File: src/hdl/uart_buffered_channel_defines.svh
// ----------------------------------------------------------------------------
// UART buffered channel assertion macros
// Shared assertion forms for the buffered byte channel.
// ----------------------------------------------------------------------------
`ifndef UART_BUFFERED_CHANNEL_DEFINES_SVH
`define UART_BUFFERED_CHANNEL_DEFINES_SVH

// same-cycle implication, disabled in reset
`define UBC_ASSERT_NOW(label, pre, post) \
    label: assert property (@(posedge clk) disable iff (!rst_n) (pre) |-> (post)) \
        else $error("%m: same-cycle check failed");

// next-cycle implication, disabled in reset
`define UBC_ASSERT_NEXT(label, pre, post) \
    label: assert property (@(posedge clk) disable iff (!rst_n) (pre) |=> (post)) \
        else $error("%m: next-cycle check failed");

`endif

File: src/hdl/ubc_pkg.sv
// ----------------------------------------------------------------------------
// UART buffered channel package
// Constants, types and ring helpers shared by the channel modules.
// ----------------------------------------------------------------------------
`default_nettype none

package ubc_pkg;

    localparam int RING_DEPTH   = 512;
    localparam int MAX_TX_BURST = 16;
    localparam int RESULT_CAP   = 16;
    localparam int BURST_CAP    = (MAX_TX_BURST < RESULT_CAP) ? MAX_TX_BURST : RESULT_CAP;
    localparam int PTR_W        = $clog2(RING_DEPTH);
    localparam int CNT_W        = PTR_W + 1;
    localparam int ROOM_W       = 5;
    localparam int CMP_W        = (CNT_W > ROOM_W) ? CNT_W : ROOM_W;
    localparam int BURST_W      = $clog2(BURST_CAP + 1);

    typedef logic [PTR_W-1:0]   ptr_t;
    typedef logic [CNT_W-1:0]   cnt_t;
    typedef logic [CMP_W-1:0]   cmp_t;
    typedef logic [BURST_W-1:0] burst_t;
    typedef logic [7:0]         byte_t;

    typedef enum logic [1:0] {
        CMD_WRITE    = 2'd0,
        CMD_READ     = 2'd1,
        CMD_TX_READY = 2'd2,
        CMD_RX_BYTE  = 2'd3
    } ubc_cmd_t;

    typedef enum logic [1:0] {
        RXS_STORED  = 2'd0,
        RXS_DROPPED = 2'd1,
        RXS_FULL    = 2'd2,
        RXS_NONE    = 2'd3
    } ubc_rx_status_t;

    typedef enum logic [2:0] {
        ST_IDLE,
        ST_EXEC,
        ST_SIZE,
        ST_FETCH,
        ST_EMIT
    } ubc_state_t;

    typedef struct packed {
        ubc_cmd_t          command;
        byte_t             write_byte;
        byte_t             rx_byte;
        logic              rx_parity_error;
        logic              rx_framing_error;
        logic [ROOM_W-1:0] tx_room;
    } ubc_item_t;

    typedef struct packed {
        logic           read_valid;
        byte_t          read_byte;
        logic           write_accepted;
        ubc_rx_status_t rx_status;
        logic           tx_valid;
        byte_t          tx_byte;
        logic           tx_irq_enable;
        logic           readable;
        logic           writeable;
        logic           wake;
        logic           last;
    } ubc_result_t;

    typedef struct packed {
        logic  we;
        ptr_t  waddr;
        byte_t wdata;
        logic  re;
        ptr_t  raddr;
    } ubc_mem_req_t;

    function automatic ptr_t ptr_next(input ptr_t p);
        return (p == ptr_t'(RING_DEPTH - 1)) ? '0 : p + ptr_t'(1);
    endfunction

    function automatic cnt_t ring_count(input ptr_t head, input ptr_t tail);
        cnt_t diff;
        if (tail >= head)
            diff = cnt_t'(tail) - cnt_t'(head);
        else
            diff = cnt_t'(tail) + cnt_t'(RING_DEPTH) - cnt_t'(head);
        return diff;
    endfunction

endpackage

`default_nettype wire

File: src/hdl/ubc_channels.sv
// ----------------------------------------------------------------------------
// UART buffered channel stream interfaces
// Valid/ready channels for command items and result items.
// ----------------------------------------------------------------------------
`default_nettype none

interface ubc_item_if import ubc_pkg::*; ();
    logic      valid;
    logic      ready;
    ubc_item_t data;

    modport source (output valid, output data, input ready);
    modport sink   (input valid, input data, output ready);
endinterface

interface ubc_result_if import ubc_pkg::*; ();
    logic        valid;
    logic        ready;
    ubc_result_t data;

    modport source (output valid, output data, input ready);
    modport sink   (input valid, input data, output ready);
endinterface

`default_nettype wire

File: src/hdl/ubc_ctrl.sv
// ----------------------------------------------------------------------------
// UART buffered channel sequencer
// Ring pointers, command execution and per-byte drain of the transmit ring.
// ----------------------------------------------------------------------------
`default_nettype none

module ubc_ctrl import ubc_pkg::*; (
    input  wire logic        clk,
    input  wire logic        rst_n,
    ubc_item_if.sink         item,
    ubc_result_if.source     result,
    output ubc_mem_req_t     rx_req,
    output ubc_mem_req_t     tx_req,
    input  wire byte_t       rx_q,
    input  wire byte_t       tx_q
);

    ubc_state_t     state_reg, state_next;
    ubc_item_t      item_reg, item_next;
    ptr_t           rx_head_reg, rx_head_next;
    ptr_t           rx_tail_reg, rx_tail_next;
    ptr_t           tx_head_reg, tx_head_next;
    ptr_t           tx_tail_reg, tx_tail_next;
    logic           irq_reg, irq_next;
    logic           read_valid_reg, read_valid_next;
    logic           write_acc_reg, write_acc_next;
    logic           wake_reg, wake_next;
    logic           drain_reg, drain_next;
    ubc_rx_status_t rx_status_reg, rx_status_next;
    burst_t         rem_reg, rem_next;

    logic rx_empty;
    logic rx_full;
    logic tx_full;
    logic item_fire;
    logic result_fire;
    cnt_t tx_count;
    cmp_t limit;
    cmp_t count_ext;
    cmp_t drain_n;

    assign rx_empty    = (rx_head_reg == rx_tail_reg);
    assign rx_full     = (ptr_next(rx_tail_reg) == rx_head_reg);
    assign tx_full     = (ptr_next(tx_tail_reg) == tx_head_reg);
    assign item_fire   = item.valid && item.ready;
    assign result_fire = result.valid && result.ready;

    assign tx_count  = ring_count(tx_head_reg, tx_tail_reg);
    assign count_ext = cmp_t'(tx_count);
    assign limit     = (cmp_t'(item_reg.tx_room) > cmp_t'(BURST_CAP))
                       ? cmp_t'(BURST_CAP) : cmp_t'(item_reg.tx_room);
    assign drain_n   = (count_ext < limit) ? count_ext : limit;

    // next state
    always_comb
    begin
        state_next = state_reg;
        unique case (state_reg)
            ST_IDLE:
            begin
                if (item_fire)
                    state_next = ST_EXEC;
            end
            ST_EXEC:
            begin
                if (item_reg.command == CMD_WRITE || item_reg.command == CMD_TX_READY)
                    state_next = ST_SIZE;
                else
                    state_next = ST_EMIT;
            end
            ST_SIZE:
            begin
                state_next = (drain_n != '0) ? ST_FETCH : ST_EMIT;
            end
            ST_FETCH:
            begin
                state_next = ST_EMIT;
            end
            ST_EMIT:
            begin
                if (result_fire)
                    state_next = (rem_reg > burst_t'(1)) ? ST_FETCH : ST_IDLE;
            end
            default:
            begin
                state_next = ST_IDLE;
            end
        endcase
    end

    // outputs and datapath
    always_comb
    begin
        item_next       = item_reg;
        rx_head_next    = rx_head_reg;
        rx_tail_next    = rx_tail_reg;
        tx_head_next    = tx_head_reg;
        tx_tail_next    = tx_tail_reg;
        irq_next        = irq_reg;
        read_valid_next = read_valid_reg;
        write_acc_next  = write_acc_reg;
        wake_next       = wake_reg;
        drain_next      = drain_reg;
        rx_status_next  = rx_status_reg;
        rem_next        = rem_reg;
        rx_req          = '0;
        tx_req          = '0;
        item.ready      = 1'b0;
        result.valid    = 1'b0;

        unique case (state_reg)
            ST_IDLE:
            begin
                item.ready = 1'b1;
                if (item_fire)
                begin
                    item_next       = item.data;
                    read_valid_next = 1'b0;
                    write_acc_next  = 1'b0;
                    wake_next       = 1'b0;
                    drain_next      = 1'b0;
                    rx_status_next  = RXS_NONE;
                    rem_next        = '0;
                end
            end
            ST_EXEC:
            begin
                unique case (item_reg.command)
                    CMD_READ:
                    begin
                        if (!rx_empty)
                        begin
                            rx_req.re       = 1'b1;
                            rx_req.raddr    = rx_head_reg;
                            rx_head_next    = ptr_next(rx_head_reg);
                            read_valid_next = 1'b1;
                        end
                    end
                    CMD_RX_BYTE:
                    begin
                        if (rx_full)
                            rx_status_next = RXS_FULL;
                        else if (item_reg.rx_parity_error || item_reg.rx_framing_error)
                            rx_status_next = RXS_DROPPED;
                        else
                        begin
                            rx_req.we      = 1'b1;
                            rx_req.waddr   = rx_tail_reg;
                            rx_req.wdata   = item_reg.rx_byte;
                            rx_tail_next   = ptr_next(rx_tail_reg);
                            rx_status_next = RXS_STORED;
                            wake_next      = 1'b1;
                        end
                    end
                    CMD_WRITE:
                    begin
                        if (!tx_full)
                        begin
                            tx_req.we      = 1'b1;
                            tx_req.waddr   = tx_tail_reg;
                            tx_req.wdata   = item_reg.write_byte;
                            tx_tail_next   = ptr_next(tx_tail_reg);
                            write_acc_next = 1'b1;
                        end
                    end
                    default:
                    begin
                    end
                endcase
            end
            ST_SIZE:
            begin
                rem_next   = burst_t'(drain_n);
                drain_next = (drain_n != '0);
                wake_next  = (drain_n != '0);
                irq_next   = (drain_n != count_ext);
            end
            ST_FETCH:
            begin
                tx_req.re    = 1'b1;
                tx_req.raddr = tx_head_reg;
                tx_head_next = ptr_next(tx_head_reg);
            end
            ST_EMIT:
            begin
                result.valid = 1'b1;
                if (result_fire && rem_reg > burst_t'(1))
                    rem_next = rem_reg - burst_t'(1);
            end
            default:
            begin
            end
        endcase
    end

    always_comb
    begin
        result.data.read_valid     = read_valid_reg;
        result.data.read_byte      = read_valid_reg ? rx_q : '0;
        result.data.write_accepted = write_acc_reg;
        result.data.rx_status      = rx_status_reg;
        result.data.tx_valid       = drain_reg;
        result.data.tx_byte        = drain_reg ? tx_q : '0;
        result.data.tx_irq_enable  = irq_reg;
        result.data.readable       = !rx_empty;
        result.data.writeable      = !tx_full;
        result.data.wake           = wake_reg;
        result.data.last           = (rem_reg <= burst_t'(1));
    end

    always_ff @(posedge clk or negedge rst_n)
    begin
        if (!rst_n)
        begin
            state_reg      <= ST_IDLE;
            rx_head_reg    <= '0;
            rx_tail_reg    <= '0;
            tx_head_reg    <= '0;
            tx_tail_reg    <= '0;
            irq_reg        <= 1'b0;
            read_valid_reg <= 1'b0;
            write_acc_reg  <= 1'b0;
            wake_reg       <= 1'b0;
            drain_reg      <= 1'b0;
            rx_status_reg  <= RXS_NONE;
            rem_reg        <= '0;
        end
        else
        begin
            state_reg      <= state_next;
            rx_head_reg    <= rx_head_next;
            rx_tail_reg    <= rx_tail_next;
            tx_head_reg    <= tx_head_next;
            tx_tail_reg    <= tx_tail_next;
            irq_reg        <= irq_next;
            read_valid_reg <= read_valid_next;
            write_acc_reg  <= write_acc_next;
            wake_reg       <= wake_next;
            drain_reg      <= drain_next;
            rx_status_reg  <= rx_status_next;
            rem_reg        <= rem_next;
        end
    end

    always_ff @(posedge clk)
    begin
        item_reg <= item_next;
    end

endmodule

`default_nettype wire

File: src/flat_wrapper.sv
// flat-port wrapper written by rule: the top's interface ports become plain ports
module ubc_ctrl_flat import ubc_pkg::*;
  (clk, rst_n, rx_req, tx_req, rx_q, tx_q, item_valid, item_data, item_ready, result_valid, result_data, result_ready);
  ubc_item_if item_i ();
  ubc_result_if result_i ();
  input  wire logic clk;
  input  wire logic rst_n;
  output ubc_mem_req_t rx_req;
  output ubc_mem_req_t tx_req;
  input  wire byte_t rx_q;
  input  wire byte_t tx_q;
  input wire logic [$bits(item_i.valid)-1:0] item_valid;
  input wire logic [$bits(item_i.data)-1:0] item_data;
  output wire logic [$bits(item_i.ready)-1:0] item_ready;
  output wire logic [$bits(result_i.valid)-1:0] result_valid;
  output wire logic [$bits(result_i.data)-1:0] result_data;
  input wire logic [$bits(result_i.ready)-1:0] result_ready;
  assign item_i.valid = item_valid;
  assign item_i.data = item_data;
  assign item_ready = item_i.ready;
  assign result_valid = result_i.valid;
  assign result_data = result_i.data;
  assign result_i.ready = result_ready;
  ubc_ctrl u_core (.clk(clk), .rst_n(rst_n), .item(item_i), .result(result_i), .rx_req(rx_req), .tx_req(tx_req), .rx_q(rx_q), .tx_q(tx_q));
endmodule
File: config.mk
export PLATFORM = sky130hd
export DESIGN_NAME = ubc_ctrl_flat
export DESIGN_NICKNAME = d
export VERILOG_FILES = /design/src/hdl/uart_buffered_channel_defines.svh /design/src/hdl/ubc_pkg.sv /design/src/hdl/ubc_channels.sv /design/src/hdl/ubc_ctrl.sv /design/src/flat_wrapper.sv
export SDC_FILE = /design/constraint.sdc
export NUM_CORES = 1
export LEC_CHECK = 0
export ABC_AREA = 1
export BUFFER_PORTS_ARGS = -buffer_cell sky130_fd_sc_hd__buf_2
export CAP_MARGIN = 30
export CORE_UTILIZATION = 45
export CTS_BUF_LIST = sky130_fd_sc_hd__clkbuf_4
export DETAILED_ROUTE_END_ITERATION = 12
export GPL_TIMING_DRIVEN = 0
export PLACE_DENSITY = 0.75
export SLEW_MARGIN = 40
export SYNTH_ARGS = -nofsm -noshare
export SYNTH_HDL_FRONTEND = slang
export SYNTH_SLANG_ARGS = --single-unit
export TNS_END_PERCENT = 20
File: constraint.sdc
create_clock -name clk -period 3.56 [get_ports clk]
set_input_delay 0.712 -clock clk [delete_from_list [all_inputs] [get_ports clk]]
set_output_delay 0.712 -clock clk [all_outputs]
set_load 0.02 [all_outputs]
### Word level (Yosys, flattened, before mapping)

Index checks and enable logic that the tools add are counted.

| storage, ports and cells | value |
|---|---|
| input bits | 45 |
| register bits | 76 |
| word-level logic and storage cells | 132 |

| cells by class | value |
|---|---|
| bitwise logic cells | 4 |
| order comparisons | 5 |
| reductions and logical operators | 25 |
| muxes and demuxes | 47 |
| equality and inequality tests | 25 |
| add/subtract/negate cells | 8 |

Operators with widths:

| operator | number |
|---|---|
| $mux 18 | 6 |
| $mux 10 | 5 |
| $add 9x1->9 const B | 4 |
| $eq 9x9->1 const B | 4 |
| $mux 9 | 4 |
| $mux 28 | 1 |
| $eq 9x9->1 | 3 |
| $mux 8 | 2 |
| $mux 5 | 3 |
| $pmux 3 s5 | 1 |
| $pmux 5 s3 | 1 |
| $mux 3 | 4 |
| $ne 2x2->1 const B | 6 |
| $reduce_and 3->1 | 4 |
| $reduce_and 4->1 | 3 |
| $mux 1 | 11 |
| $add 9x10->10 const B | 1 |
| $lt 10x10->1 | 1 |
| $ne 10x10->1 | 1 |
| $reduce_bool 10->1 | 1 |
| $sub 10x9->10 | 1 |
| $sub 9x9->10 | 1 |
| $ge 9x9->1 | 1 |
| $mux 2 | 4 |
| other kinds (23) | 41 |

### Longest topological paths before layout

Gate-level depths: netlist (run 1).

| depth | value |
|---|---|
| depth after elaboration | 8 |
| depth in mapped cells | 21 |

### Worst setup path before layout (run 1)

OpenSTA, ideal clock, no wires.

| path | value |
|---|---|
| kind | register to output |
| start | register u_core.tx_tail_reg[1] |
| end | output port tx_req[18] in the netlist's numbering |
| arrival | 2.539 ns |
| setup slack | 0.309 ns |
| path buffers | 1 |
| stages on the path, launching flop included | 15 |
| path through | dfrtp_1 -> ha_1 -> nand3_1 -> nor2_1 -> nand3_1 -> nor2_1 -> ha_1 -> xor2_1 -> nor4_1 -> nand4_1 -> nor3_2 -> nand3b_2 -> nand4_2 -> buf_4 -> nor2_1 |

RTL lines:

| element | RTL line | source |
|---|---|---|
| from (decl) | ubc_ctrl.sv:23 | `ptr_t tx_tail_reg, tx_tail_next;` |
| from (signal assigned) | ubc_ctrl.sv:234 | `tx_tail_reg <= tx_tail_next;` |
| to (decl) | flat_wrapper.sv:9 | `output ubc_mem_req_t tx_req;` |

==> summary.txt, run 1 <==
Timing
  – Post-layout min period: 3.92 ns
  – Relative slew slack: 55.8%
  – Worst Tran Pin Value: 0.663 ns
  – Max Freq: 255 MHz
  – Slew Limit Fails: 0
  – Unrepaired setup endpoints after global routing: true
  – Final setup fails: 37
  – Fin. Hold Viols: 0
  – Period utilization: 110%
  – WHS: 0.277 ns
  – Skew final: 0.0163 ns
  – Final worst slack: -0.363 ns
  – Setup TNS: -8.99 ns

Detailed routing
  – Routed WL per cell: 13.1 um
  – Residual DRC count: 0
  – DR iter-0 viols: 252
  – Vias per cell: 4.97
  – Vias: 5066
  – Antenna violation net count after detailed routing: 0
  – 1st-pass router iterations: 5
  – Detailed Route WL: 13.4 mm

Setup path
  – Reg2Reg Depth: 21
  – Crit path DAT: 3.21 ns
  – Worst R2R Setup Slack: 0.08 ns
  – Reg-to-Reg End: u_core.state_reg[0]$_DFFE_PN0P_
  – Req. time, crit path: 2.85 ns
  – Crit path max fanout: 5
  – Crit path capture type: output port
  – Worst R2R Start: u_core.tx_tail_reg[0]$_DFFE_PN0P_
  – Setup crit start kind: flop
  – Crit Path Class: reg -> out

Final layout
  – # diodes: 0
  – Largest register FFs: 25
  – Synth-to-Final Area Change: 29.6%
  – Fin util: 61.1%
  – Layout cells sized above 1: 29.2%
  – Final Net Count: 944

Yosys
  – Synthesis warning total: 0
  – Number of synthesized flops with an enable pin: 25
  – Syn nets: 782
  – Ys async rst share: 67.1%
  – Synth Flop Type: dfrtp_1
  – Syn avg cell area: 7.33 sq um
  – Register bit total from synthesis: 76
  – Distinct cells, synth: 44
  – Register area share after synthesis: 38.8%
  – Post-Syn Instances: 713
  – Synthesized area: 5230 sq um

Run status
  – Status: finished, violations left
  – Failing checks: setup timing

Clock tree
  – Reg clk slew, reported paths: 0.13 ns
  – TritonCTS clock tree: built
  – H-tree levels: 3
  – Maximum clock insertion buffer count: 2
  – CTS sink count: 76
  – CTS buffer count: 9
  – Cts hold-fix bufs: 0
  – Root Buffer: clkbuf_4
  – Clk Latency, worst-skew pair: 0.44 ns

Power and ir drop
  – Int Pwr: 2.37 mW
  – Worst VDD drop: 388 uV
  – Switching share of power: 46.7%
  – Leak: 3.45 nW
  – Power Density: 657 nW/um^2
  – Sequential share of power: 28.0%
  – Sw Pwr: 2.08 mW
  – Clock network power share: 14.0%
  – Gate power share: 57.9%

Placement
  – Final GP Congestion: 0.896
  – Post-DP HPWL: 9.72 mm
  – PortBufs: 128
  – Dpl ws: -0.260 ns

Die
  – Cell row count: 38
  – Num ports: 129
  – Die X-Extent: 110 um
  – Die area: 12100 sq um
  – Height of the die: 110 um
  – Core Footprint: 11100 sq um
  – Initial Util: 47.2%

Global routing
  – Largest net degree at the start of global routing: 52
  – First-pass GRT wire length: 21.3 mm
  – Total gr overflow: 0
  – Initial antenna violation count: 0
  – Total track usage: 22.8%
  – Vias in the first global route: 4580

Run
  – Max-cap violations: 0

Hold path
  – Min-Delay Path Class: in -> async
## layer usage
| layer | routed length (um) | track usage, % | share of wire, % | vias up |
|---|---|---|---|---|
| met1 | 6000 | 29.9 | 45 | 2308 |
| li1 | - | - | - | 2595 |
| met2 | 6560 | 38.2 | 49 | 148 |
| met5 | 0 | 0 | 0 | - |
| met4 | 140 | 6.67 | 1.0 | 0 |
| met3 | 678 | 4.15 | 5.1 | 15 |
## timing repair
action,4_1_cts,5_1_grt
setup buffers,14,8
gates cloned,1,0
endpoints found under the setup margin,37,40
pin swaps,9,10
resized for setup,54,48
## layout by cell type, fill, tap and decap left out, types with 3 or more instances in the layout
cell and n:
buf_8 3, a21oi_2 3, nor2_2 20, o21ai_0 37
a211oi_1 3, nor2_4 10, buf_2 109, o21ai_1 7
inv_1 129, edfxtp_1 25, xor2_1 20, dfrtp_1 46
nand3_2 8, nand3_1 34, clkbuf_1 4, or2_2 4
nand2_2 7, nand4_1 7, nor3_1 10, buf_4 25
clkbuf_4 9, a31oi_1 3, a22oi_1 3, nand2_1 148
dfrtp_2 3, o22ai_1 6, buf_6 24, nor3_2 7
ha_1 19, a21oi_1 28, nor2_1 81
## area by class of cell
cell class | instances | area, sq um
Clock inverter | 7 | 98.8
Sequential cell | 76 | 2030
Timing Repair Buffer | 152 | 995
Tap cell | 140 | 175
Multi-Input combinational cell | 489 | 2790
Inverter | 132 | 498
Fill cell | 1006 | 4310
Buffer | 15 | 116
Clock buffer | 9 | 67.6
## worst max-delay path by stage
stage	from	endpoint	slack, ns
floorplan	u_core.tx_tail_reg[1]$_DFFE_PN0P_	tx_req[18]	0.31
global placement	u_core.tx_tail_reg[1]$_DFFE_PN0P_	tx_req[10]	-0.25
detailed placement	u_core.tx_tail_reg[1]$_DFFE_PN0P_	tx_req[26]	-0.26
CTS	u_core.tx_tail_reg[0]$_DFFE_PN0P_	tx_req[25]	-0.41
global route	u_core.tx_tail_reg[0]$_DFFE_PN0P_	tx_req[24]	-0.54
finish	u_core.tx_tail_reg[0]$_DFFE_PN0P_	tx_req[24]	-0.36
## synthesized netlist by cell type (2+ instances only)
cell type  number  area, sq um
dfstp_2         2         52.6
a211oi_1        3         22.5
nor2_1        104          390
buf_4          10         75.1
nor2_4          2         22.5
nor4_1          2         12.5
a21oi_1        29          145
nand4_1         7         43.8
nor2_2          5         31.3
nand3b_1        2         15.0
dfrtp_1        49         1230
nand3_2         8         80.1
nor3_1         12         60.1
o22ai_1         6         37.5
nor3_2          5         50.1
a22oi_1         3         22.5
clkbuf_1        4         15.0
inv_1         131          492
a31oi_1         3         18.8
o21ai_0        39          195
nand2_1       149          559
ha_1           23          288
edfxtp_1       25          751
or2_2           4         25.0
a21o_1          2         15.0
nand2_2         6         37.5
o21ai_1         5         25.0
xor2_1         20          175
a21oi_2         2         17.5
nand3_1        36          180
nor3b_1         2         15.0
## metrics by stage
stage          cells  cell area, sq um  power, mW
2_1_floorplan    713              5230       2.98
3_3_place_gp     981              6040       3.50
3_5_place_dp     982              6070       3.56
4_1_cts         1013              6560       4.36
5_1_grt         1020              6770       4.87
6_report        1020              6770       4.45
## power groups by stage
stage	Combinational (mW)	Sequential (mW)	Clock (mW)
floorplan	1.75	1.23	0
global placement	2.23	1.27	0
detailed placement	2.29	1.27	0
CTS	2.47	1.25	0.644
global route	2.92	1.27	0.682
finish	2.58	1.25	0.625
## critical path, stage by stage, from the launching register on
cell,delay (ns)
dfrtp_1,0.44
ha_4,0.19
nand3_4,0.10
nor2_4,0.04
nand3_2,0.09
nor2_4,0.05
ha_4,0.17
buf_6,0.13
nor2_4,0.10
nor2_1,0.07
nor4_2,0.31
nand4_1,0.18
nor3_2,0.26
nand3b_4,0.12
nand4_4,0.10
buf_6,0.13
buf_8,0.13
nor2_2,0.04
buf_6,0.12
## logic make-up after synthesis
| group | count (synthesis) | share of synthesized area, % |
|---|---|---|
| AOI/OAI and AO/OA | 96 | 10.3 |
| xor gates and xnor gates | 20 | 3.35 |
| DFF | 76 | 38.8 |
| and+or+nand+nor | 349 | 30.1 |
| buffers and inverters | 148 | 11.5 |
| adders and majority gates | 24 | 5.89 |
(Power assumes the default switching activity.)
==> run 2, diff against run 1 <==
--- a/config.mk
+++ b/config.mk
@@ -13,6 +13,7 @@
 export DETAILED_ROUTE_END_ITERATION = 12
 export GPL_TIMING_DRIVEN = 0
 export PLACE_DENSITY = 0.75
+export RECOVER_POWER = 50
 export SLEW_MARGIN = 40
 export SYNTH_ARGS = -nofsm -noshare
 export SYNTH_HDL_FRONTEND = slang
==> summary.txt, run 2 (same netlist as run 1, synthesis figures left out) <==
Setup path
  – Crit path max-delay cell type: dfrtp_1
  – Max incr delay on CP: 0.44 ns (about the same)
  – Crit path capture type: output port
  – Cell Chain, Critical Path: ha_4 > nand3_4 > nor2_4 > nand3_2 > nor2_4 > ha_4 > buf_6 > nor2_4 > nor2_1 > nor4_2 > nand4_1 > nor3_2 > nand3b_4 > nand4_4 > buf_6 > buf_8 > nor2_2 > buf_6
  – Crit path max fanout: 5 (unchanged)
  – Crit path DAT: 3.21 ns (about the same)
  – Crit Path Class: reg -> out
  – Setup crit start kind: flop
  – Crit path buf inv count: 4 (unchanged)
  – Family with the most delay on the worst path: simple AND/OR/NAND/NOR gates
  – Req. time, crit path: 2.85 ns (about the same)

Detailed routing
  – Residual DRC count: 0 (unchanged)
  – Vias per cell: 4.97 (unchanged)
  – DR iter-0 viols: 262 (+4.0%)
  – Vias: 5066 (unchanged)
  – Routed WL per cell: 13.2 um (+0.33%)
  – 1st-pass router iterations: 5 (unchanged)
  – Antenna violation net count after detailed routing: 0 (unchanged)
  – Detailed Route WL: 13.4 mm (+0.33%)

Timing
  – Fin. Hold Viols: 0 (unchanged)
  – Post-layout min period: 3.93 ns (+0.00307 ns)
  – Final setup fails: 37 (unchanged)
  – Worst Tran Pin Value: 2.77 ns (+2.11 ns)
  – Final worst slack: -0.366 ns (-0.00307 ns)
  – Skew final: 0.0194 ns (+0.00308 ns)
  – WHS: 0.432 ns (+0.155 ns)
  – Unrepaired setup endpoints after global routing: true
  – Setup TNS: -9.10 ns (-0.111 ns)
  – Max Freq: 255 MHz (about the same)
  – Slew Limit Fails: 70 (+70)
  – Relative slew slack: -84.8% (-140 points)
  – Period utilization: 110% (about the same)

Placement
  – Post-DP HPWL: 9.72 mm (unchanged)
  – PortBufs: 128 (unchanged)
  – Dpl ws: -0.260 ns (unchanged)
  – Final GP Congestion: 0.896 (unchanged)

Clock tree
  – CTS sink count: 76 (unchanged)
  – Maximum clock insertion buffer count: 2 (unchanged)
  – H-tree levels: 3 (unchanged)
  – Clk Latency, worst-skew pair: 0.45 ns (about the same)
  – Reg clk slew, reported paths: 0.13 ns (about the same)
  – Cts hold-fix bufs: 0 (unchanged)
  – Root Buffer: clkbuf_4
  – CTS buffer count: 9 (unchanged)
  – TritonCTS clock tree: built

Global routing
  – Total track usage: 22.8% (unchanged)
  – First-pass GRT wire length: 21.3 mm (unchanged)
  – Largest net degree at the start of global routing: 52 (unchanged)
  – Vias in the first global route: 4580 (unchanged)
  – Total gr overflow: 0 (unchanged)
  – Initial antenna violation count: 0 (unchanged)

Final layout
  – Total of fill cells in the finished design: 1016 (+0.99%)
  – Area of the multi-input gates: 2780 sq um (-0.45%)
  – # diodes: 0 (unchanged)
  – Largest register FFs: 25 (unchanged)
  – Layout cells sized above 1: 28.1% (-1.1 points)
  – Storage cell area: 2030 sq um (unchanged)
  – Final Net Count: 944 (unchanged)
  – Most common cell after layout, fill and taps aside: nand2_1
  – Leading cell types in the layout, fill and taps excluded: nand2_1 (148), inv_1 (129), buf_2 (102)
  – Synth-to-Final Area Change: 29.1%
  – Fin util: 60.9% (-0.23 points)

Die
  – Cell row count: 38 (unchanged)
  – Initial Util: 47.2% (unchanged)
  – Num ports: 129 (unchanged)
  – Core Footprint: 11100 sq um (unchanged)
  – Die area: 12100 sq um (unchanged)
  – Height of the die: 110 um (unchanged)
  – Die X-Extent: 110 um (unchanged)

Power and ir drop
  – Design Power: 4.44 mW (-0.27%)
  – Worst VDD drop: 388 uV (about the same)
  – Power Density: 658 nW/um^2 (+0.10%)
  – Leak: 3.43 nW (-0.68%)

Run status
  – Failing checks: capacitance limit, slew limit, setup timing
  – Status: finished, violations left

Run
  – Max-cap violations: 2 (+2)

Hold path
  – Min-Delay Path Class: in -> reg
[run 2: cell count changes in the layout (fill, tap and decap cells not counted)]
| cell | previous run | this run |
|---|---|---|
| clkbuf_1 | 4 | 12 |
| buf_2 | 109 | 102 |
| buf_4 | 25 | 24 |
| nor2_1 | 81 | 82 |
| nor2_4 | 10 | 9 |
| nor3_1 | 10 | 11 |
| nor3_2 | 7 | 6 |
[run 2: timing repair]
action                                  CTS  global route
setup buffers                            14             8
gates cloned                              1             0
gates resized for setup                  54            48
pin swaps                                 9            10
endpoints found under the setup margin   37            40
[run 2: per-layer routing]
layer	GRT usage (%)	part of all wire, %	vias up	wire, um
met1	29.9	45	2310	6030
met4	6.67	0.95	0	128
met2	38.2	49	144	6610
met5	0	0	-	0
li1	-	-	2599	-
met3	4.15	4.9	13	658
[run 2: final cells by class]
cell class | instances | share of cell area (%)
plain buffers | 15 | 1.72
clock inverters | 7 | 1.46
multi-input cells | 489 | 41.1
clock buffers | 9 | 1.00
repair buffers | 152 | 14.6
inverters | 132 | 7.38
flip-flops and latches | 76 | 30.1
well taps | 140 | 2.60
[run 2: worst paths after layout]
path | start | to | slack (ns) | depth (start not counted)
max in group asynchronous | rst_n | u_core.tx_tail_reg[1]$_DFFE_PN0P_ | 0.66 | 1
max | u_core.tx_tail_reg[0]$_DFFE_PN0P_ | tx_req[24] | -0.37 | 18
max reg2reg | u_core.tx_tail_reg[0]$_DFFE_PN0P_ | u_core.state_reg[0]$_DFFE_PN0P_ | 0.08 | 21
min in group asynchronous | rst_n | u_core.rx_tail_reg[0]$_DFFE_PN0P_ | 1.13 | 1
min reg2reg | u_core.rx_tail_reg[1]$_DFFE_PN0P_ | u_core.rx_tail_reg[1]$_DFFE_PN0P_ | 0.54 | 2
min | item_data[9] | u_core.item_reg[9]$_DFFE_PP_ | 0.43 | 1
[run 2: metrics by stage]
| step | area, sq um | cells |
|---|---|---|
| finish | 6750 | 1020 |
| global placement | 6040 | 981 |
| CTS | 6560 | 1013 |
| floorplan | 5230 | 713 |
| detailed placement | 6070 | 982 |
| global route | 6750 | 1020 |
[run 2: where the power goes]
| part | leakage, nW | switching (mW) | internal [mW] |
|---|---|---|---|
| Clock | 0.0869 | 0.336 | 0.289 |
| Combinational | 2.44 | 1.60 | 0.961 |
| Sequential | 0.903 | 0.136 | 1.11 |
| Total | 3.43 | 2.08 | 2.36 |
==> run 3, diff against run 2 <==
--- a/config.mk
+++ b/config.mk
@@ -8,11 +8,12 @@
 export ABC_AREA = 1
 export BUFFER_PORTS_ARGS = -buffer_cell sky130_fd_sc_hd__buf_2
 export CAP_MARGIN = 30
-export CORE_UTILIZATION = 45
+export CORE_MARGIN = 4
+export CORE_UTILIZATION = 30
 export CTS_BUF_LIST = sky130_fd_sc_hd__clkbuf_4
 export DETAILED_ROUTE_END_ITERATION = 12
 export GPL_TIMING_DRIVEN = 0
-export PLACE_DENSITY = 0.75
+export PLACE_DENSITY = 0.56
 export RECOVER_POWER = 50
 export SLEW_MARGIN = 40
 export SYNTH_ARGS = -nofsm -noshare
==> summary.txt, run 3 (same netlist as run 1, synthesis figures left out) <==
Placement
  – DP Area: 6190 sq um (+2.0%)
  – PortBufs: 128 (unchanged)
  – Final GP Congestion: 0.880 (-1.8%)
  – Post-DP HPWL: 11.0 mm (+14%)
  – Dpl ws: -0.447 ns (-0.188 ns)
  – Placed Instances: 1068 (+8.8%)

Hold path
  – Min-Delay Path Class: in -> reg
  – Hold path cells: 1 (unchanged)

Power and ir drop
  – Power Density: 642 nW/um^2 (-2.4%)
  – Sequential share of power: 28.5% (+0.4 points)
  – Sw Pwr: 2.09 mW (+0.62%)
  – Worst VDD drop: 252 uV (-35%)
  – Clock network power share: 12.6% (-1.5 points)
  – Switching share of power: 47.4% (+0.67 points)
  – Gate power share: 58.8% (+1.0 points)
  – Design Power: 4.40 mW (-0.80%)
  – Int Pwr: 2.31 mW (-2.0%)
  – Leak: 3.40 nW (-0.88%)

Die
  – Initial Util: 30.4% (-17 points)
  – Core Footprint: 17200 sq um (+55%)
  – Die X-Extent: 140 um (+28%)
  – Num ports: 129 (unchanged)
  – Cell row count: 48 (+26%)
  – Height of the die: 140 um (+28%)
  – Die area: 19600 sq um (+63%)

Setup path
  – Crit path DAT: 3.15 ns (-0.06 ns)
  – Crit path buf inv count: 5 (+1)
  – Setup crit start kind: flop
  – Crit path max fanout: 5 (unchanged)
  – Max incr delay on CP: 0.46 ns (+0.02 ns)
  – Crit path capture type: output port
  – Req. time, crit path: 2.85 ns (about the same)
  – Crit path max-delay cell type: dfrtp_2
  – Cell Chain, Critical Path: ha_4 > nand3_4 > nor2_4 > nand3_2 > nor2_4 > ha_4 > buf_4 > inv_4 > nand2_4 > xor2_2 > nor4_2 > nand4_1 > nor3_2 > nand3b_4 > nand4_4 > buf_6 > clkinvlp_4 > buf_6
  – Crit Path Class: reg -> out
  – Crit path depth: 18 (unchanged)
  – Family with the most delay on the worst path: simple AND/OR/NAND/NOR gates
  – Reg2Reg Depth: 19 (-9.5%)

Final layout
  – Final Net Count: 945 (+0.11%)
  – Area of the multi-input gates: 2810 sq um (+1.2%)
  – # diodes: 0 (unchanged)
  – Largest register FFs: 25 (unchanged)
  – Fin util: 39.9% (-21 points)
  – Finished Layout Cells: 1106 (+8.4%)
  – Leading cell types in the layout, fill and taps excluded: nand2_1 (147), inv_1 (128), buf_2 (100)
  – Total of fill cells in the finished design: 1872 (+84%)
  – Most common cell after layout, fill and taps aside: nand2_1
  – Synth-to-Final Area Change: 31.2%
  – Design Area, Final: 6860 sq um (+1.7%)
  – Layout cells sized above 1: 28.3% (+0.20 points)
  – Storage cell area: 2040 sq um (+0.12%)

Global routing
  – Largest net degree at the start of global routing: 52 (unchanged)
  – First-pass GRT wire length: 24.4 mm (+14%)
  – Total gr overflow: 0 (unchanged)
  – Vias in the first global route: 4976 (+8.6%)
  – Total track usage: 15.1% (-7.7 points)
  – Initial antenna violation count: 0 (unchanged)

Detailed routing
  – Vias: 5025 (-0.81%)
  – 1st-pass router iterations: 4 (-1)
  – Routed WL per cell: 13.2 um (+0.40%)
  – Antenna violation net count after detailed routing: 0 (unchanged)
  – Residual DRC count: 0 (unchanged)
  – DR iter-0 viols: 302 (+15%)
  – Vias per cell: 4.54 (-8.5%)
  – Detailed Route WL: 14.6 mm (+8.9%)

Run status
  – Status: finished, violations left
  – Failing checks: capacitance limit, slew limit, setup timing

Clock tree
  – Reg clk slew, reported paths: 0.14 ns (about the same)
  – Cts hold-fix bufs: 0 (unchanged)
  – Root Buffer: clkbuf_4
  – CTS buffer count: 9 (unchanged)
  – H-tree levels: 3 (unchanged)
  – Clk Latency, worst-skew pair: 0.45 ns (about the same)
  – Maximum clock insertion buffer count: 2 (unchanged)
  – TritonCTS clock tree: built
  – CTS sink count: 76 (unchanged)

Timing
  – Post-layout min period: 3.86 ns (-0.0644 ns)
  – WHS: 0.423 ns (-0.00865 ns)
  – Slew Limit Fails: 52 (-26%)
  – Relative slew slack: -93.4% (-8.6 points)
  – Max Freq: 259 MHz (+1.7%)
  – Period utilization: 108% (-1.8 points)
  – Skew final: 0.0179 ns (-0.00145 ns)
  – Worst Tran Pin Value: 2.90 ns (+0.130 ns)
  – Fin. Hold Viols: 0 (unchanged)
  – Final setup fails: 37 (unchanged)
  – Unrepaired setup endpoints after global routing: true
  – Setup TNS: -6.76 ns (+2.34 ns)
  – Final worst slack: -0.302 ns (+0.0644 ns)

Run
  – Max-cap violations: 1 (-1)
[run 3: layer usage]
| metal | routed length [um] | share of wire [%] | global-route usage (%) | vias up |
|---|---|---|---|---|
| met3 | 633 | 4.3 | 3.07 | 14 |
| met2 | 6890 | 47 | 25.1 | 110 |
| met1 | 6900 | 47 | 20.3 | 2309 |
| met5 | 0 | 0 | 0 | - |
| li1 | - | - | - | 2592 |
| met4 | 198 | 1.4 | 3.77 | 0 |
[run 3: cell type report]
cell class | instances | share of cell area (%)
Multi-Input combinational cell | 489 | 41.0
Sequential cell | 76 | 29.7
Timing Repair Buffer | 152 | 13.9
Inverter | 132 | 7.31
Tap cell | 225 | 4.10
Buffer | 16 | 2.02
Clock buffer | 10 | 1.09
Clock inverter | 6 | 0.948
[run 3: power by group through the flow]
stage / clock, mW / sequential [mW] / combinational [mW]
finish: 0.556 / 1.26 / 2.59
global route: 0.622 / 1.28 / 2.95
CTS: 0.591 / 1.25 / 2.53
detailed placement: 0 / 1.27 / 2.33
global placement: 0 / 1.28 / 2.29
floorplan: 0 / 1.23 / 1.75
[run 3: worst paths after layout]
kind / start / endpoint / slack, ns
worst max-delay path: u_core.tx_tail_reg[0]$_DFFE_PN0P_ / tx_req[27] / -0.30
worst min-delay path: item_data[17] / u_core.item_reg[17]$_DFFE_PP_ / 0.42
worst max register to register: u_core.tx_tail_reg[0]$_DFFE_PN0P_ / u_core.state_reg[1]$_DFFE_PN0P_ / 0.39
worst min register to register: u_core.wake_reg$_DFFE_PN0P_ / u_core.wake_reg$_DFFE_PN0P_ / 0.54
max in group asynchronous: rst_n / u_core.tx_tail_reg[0]$_DFFE_PN0P_ / 0.52
min in group asynchronous: rst_n / u_core.rx_head_reg[8]$_DFFE_PN0P_ / 1.19
[run 3: timing repair]
action | CTS | global route
buffers inserted | 14 | 8
cloned | 2 | 0
endpoints found under the hold margin | 0 | 0
pin swaps | 10 | 10
gates resized for setup | 75 | 37
setup endpoints to repair | 37 | 38
[run 3: worst reg2reg max path, stage by stage, from the launching register on]
cell      delay [ns]
dfrtp_2         0.46
inv_1           0.13
ha_1            0.19
inv_1           0.07
fa_1            0.40
nand2_1         0.09
nand3_2         0.09
and2_1          0.19
xor2_2          0.17
ha_1            0.31
nand2_1         0.11
nand2_4         0.07
nor2_4          0.12
nand2_1         0.06
nand2_1         0.13
nand3_2         0.12
o21bai_4        0.16
nand3_1         0.08
nand2_1         0.07
inv_1           0.04
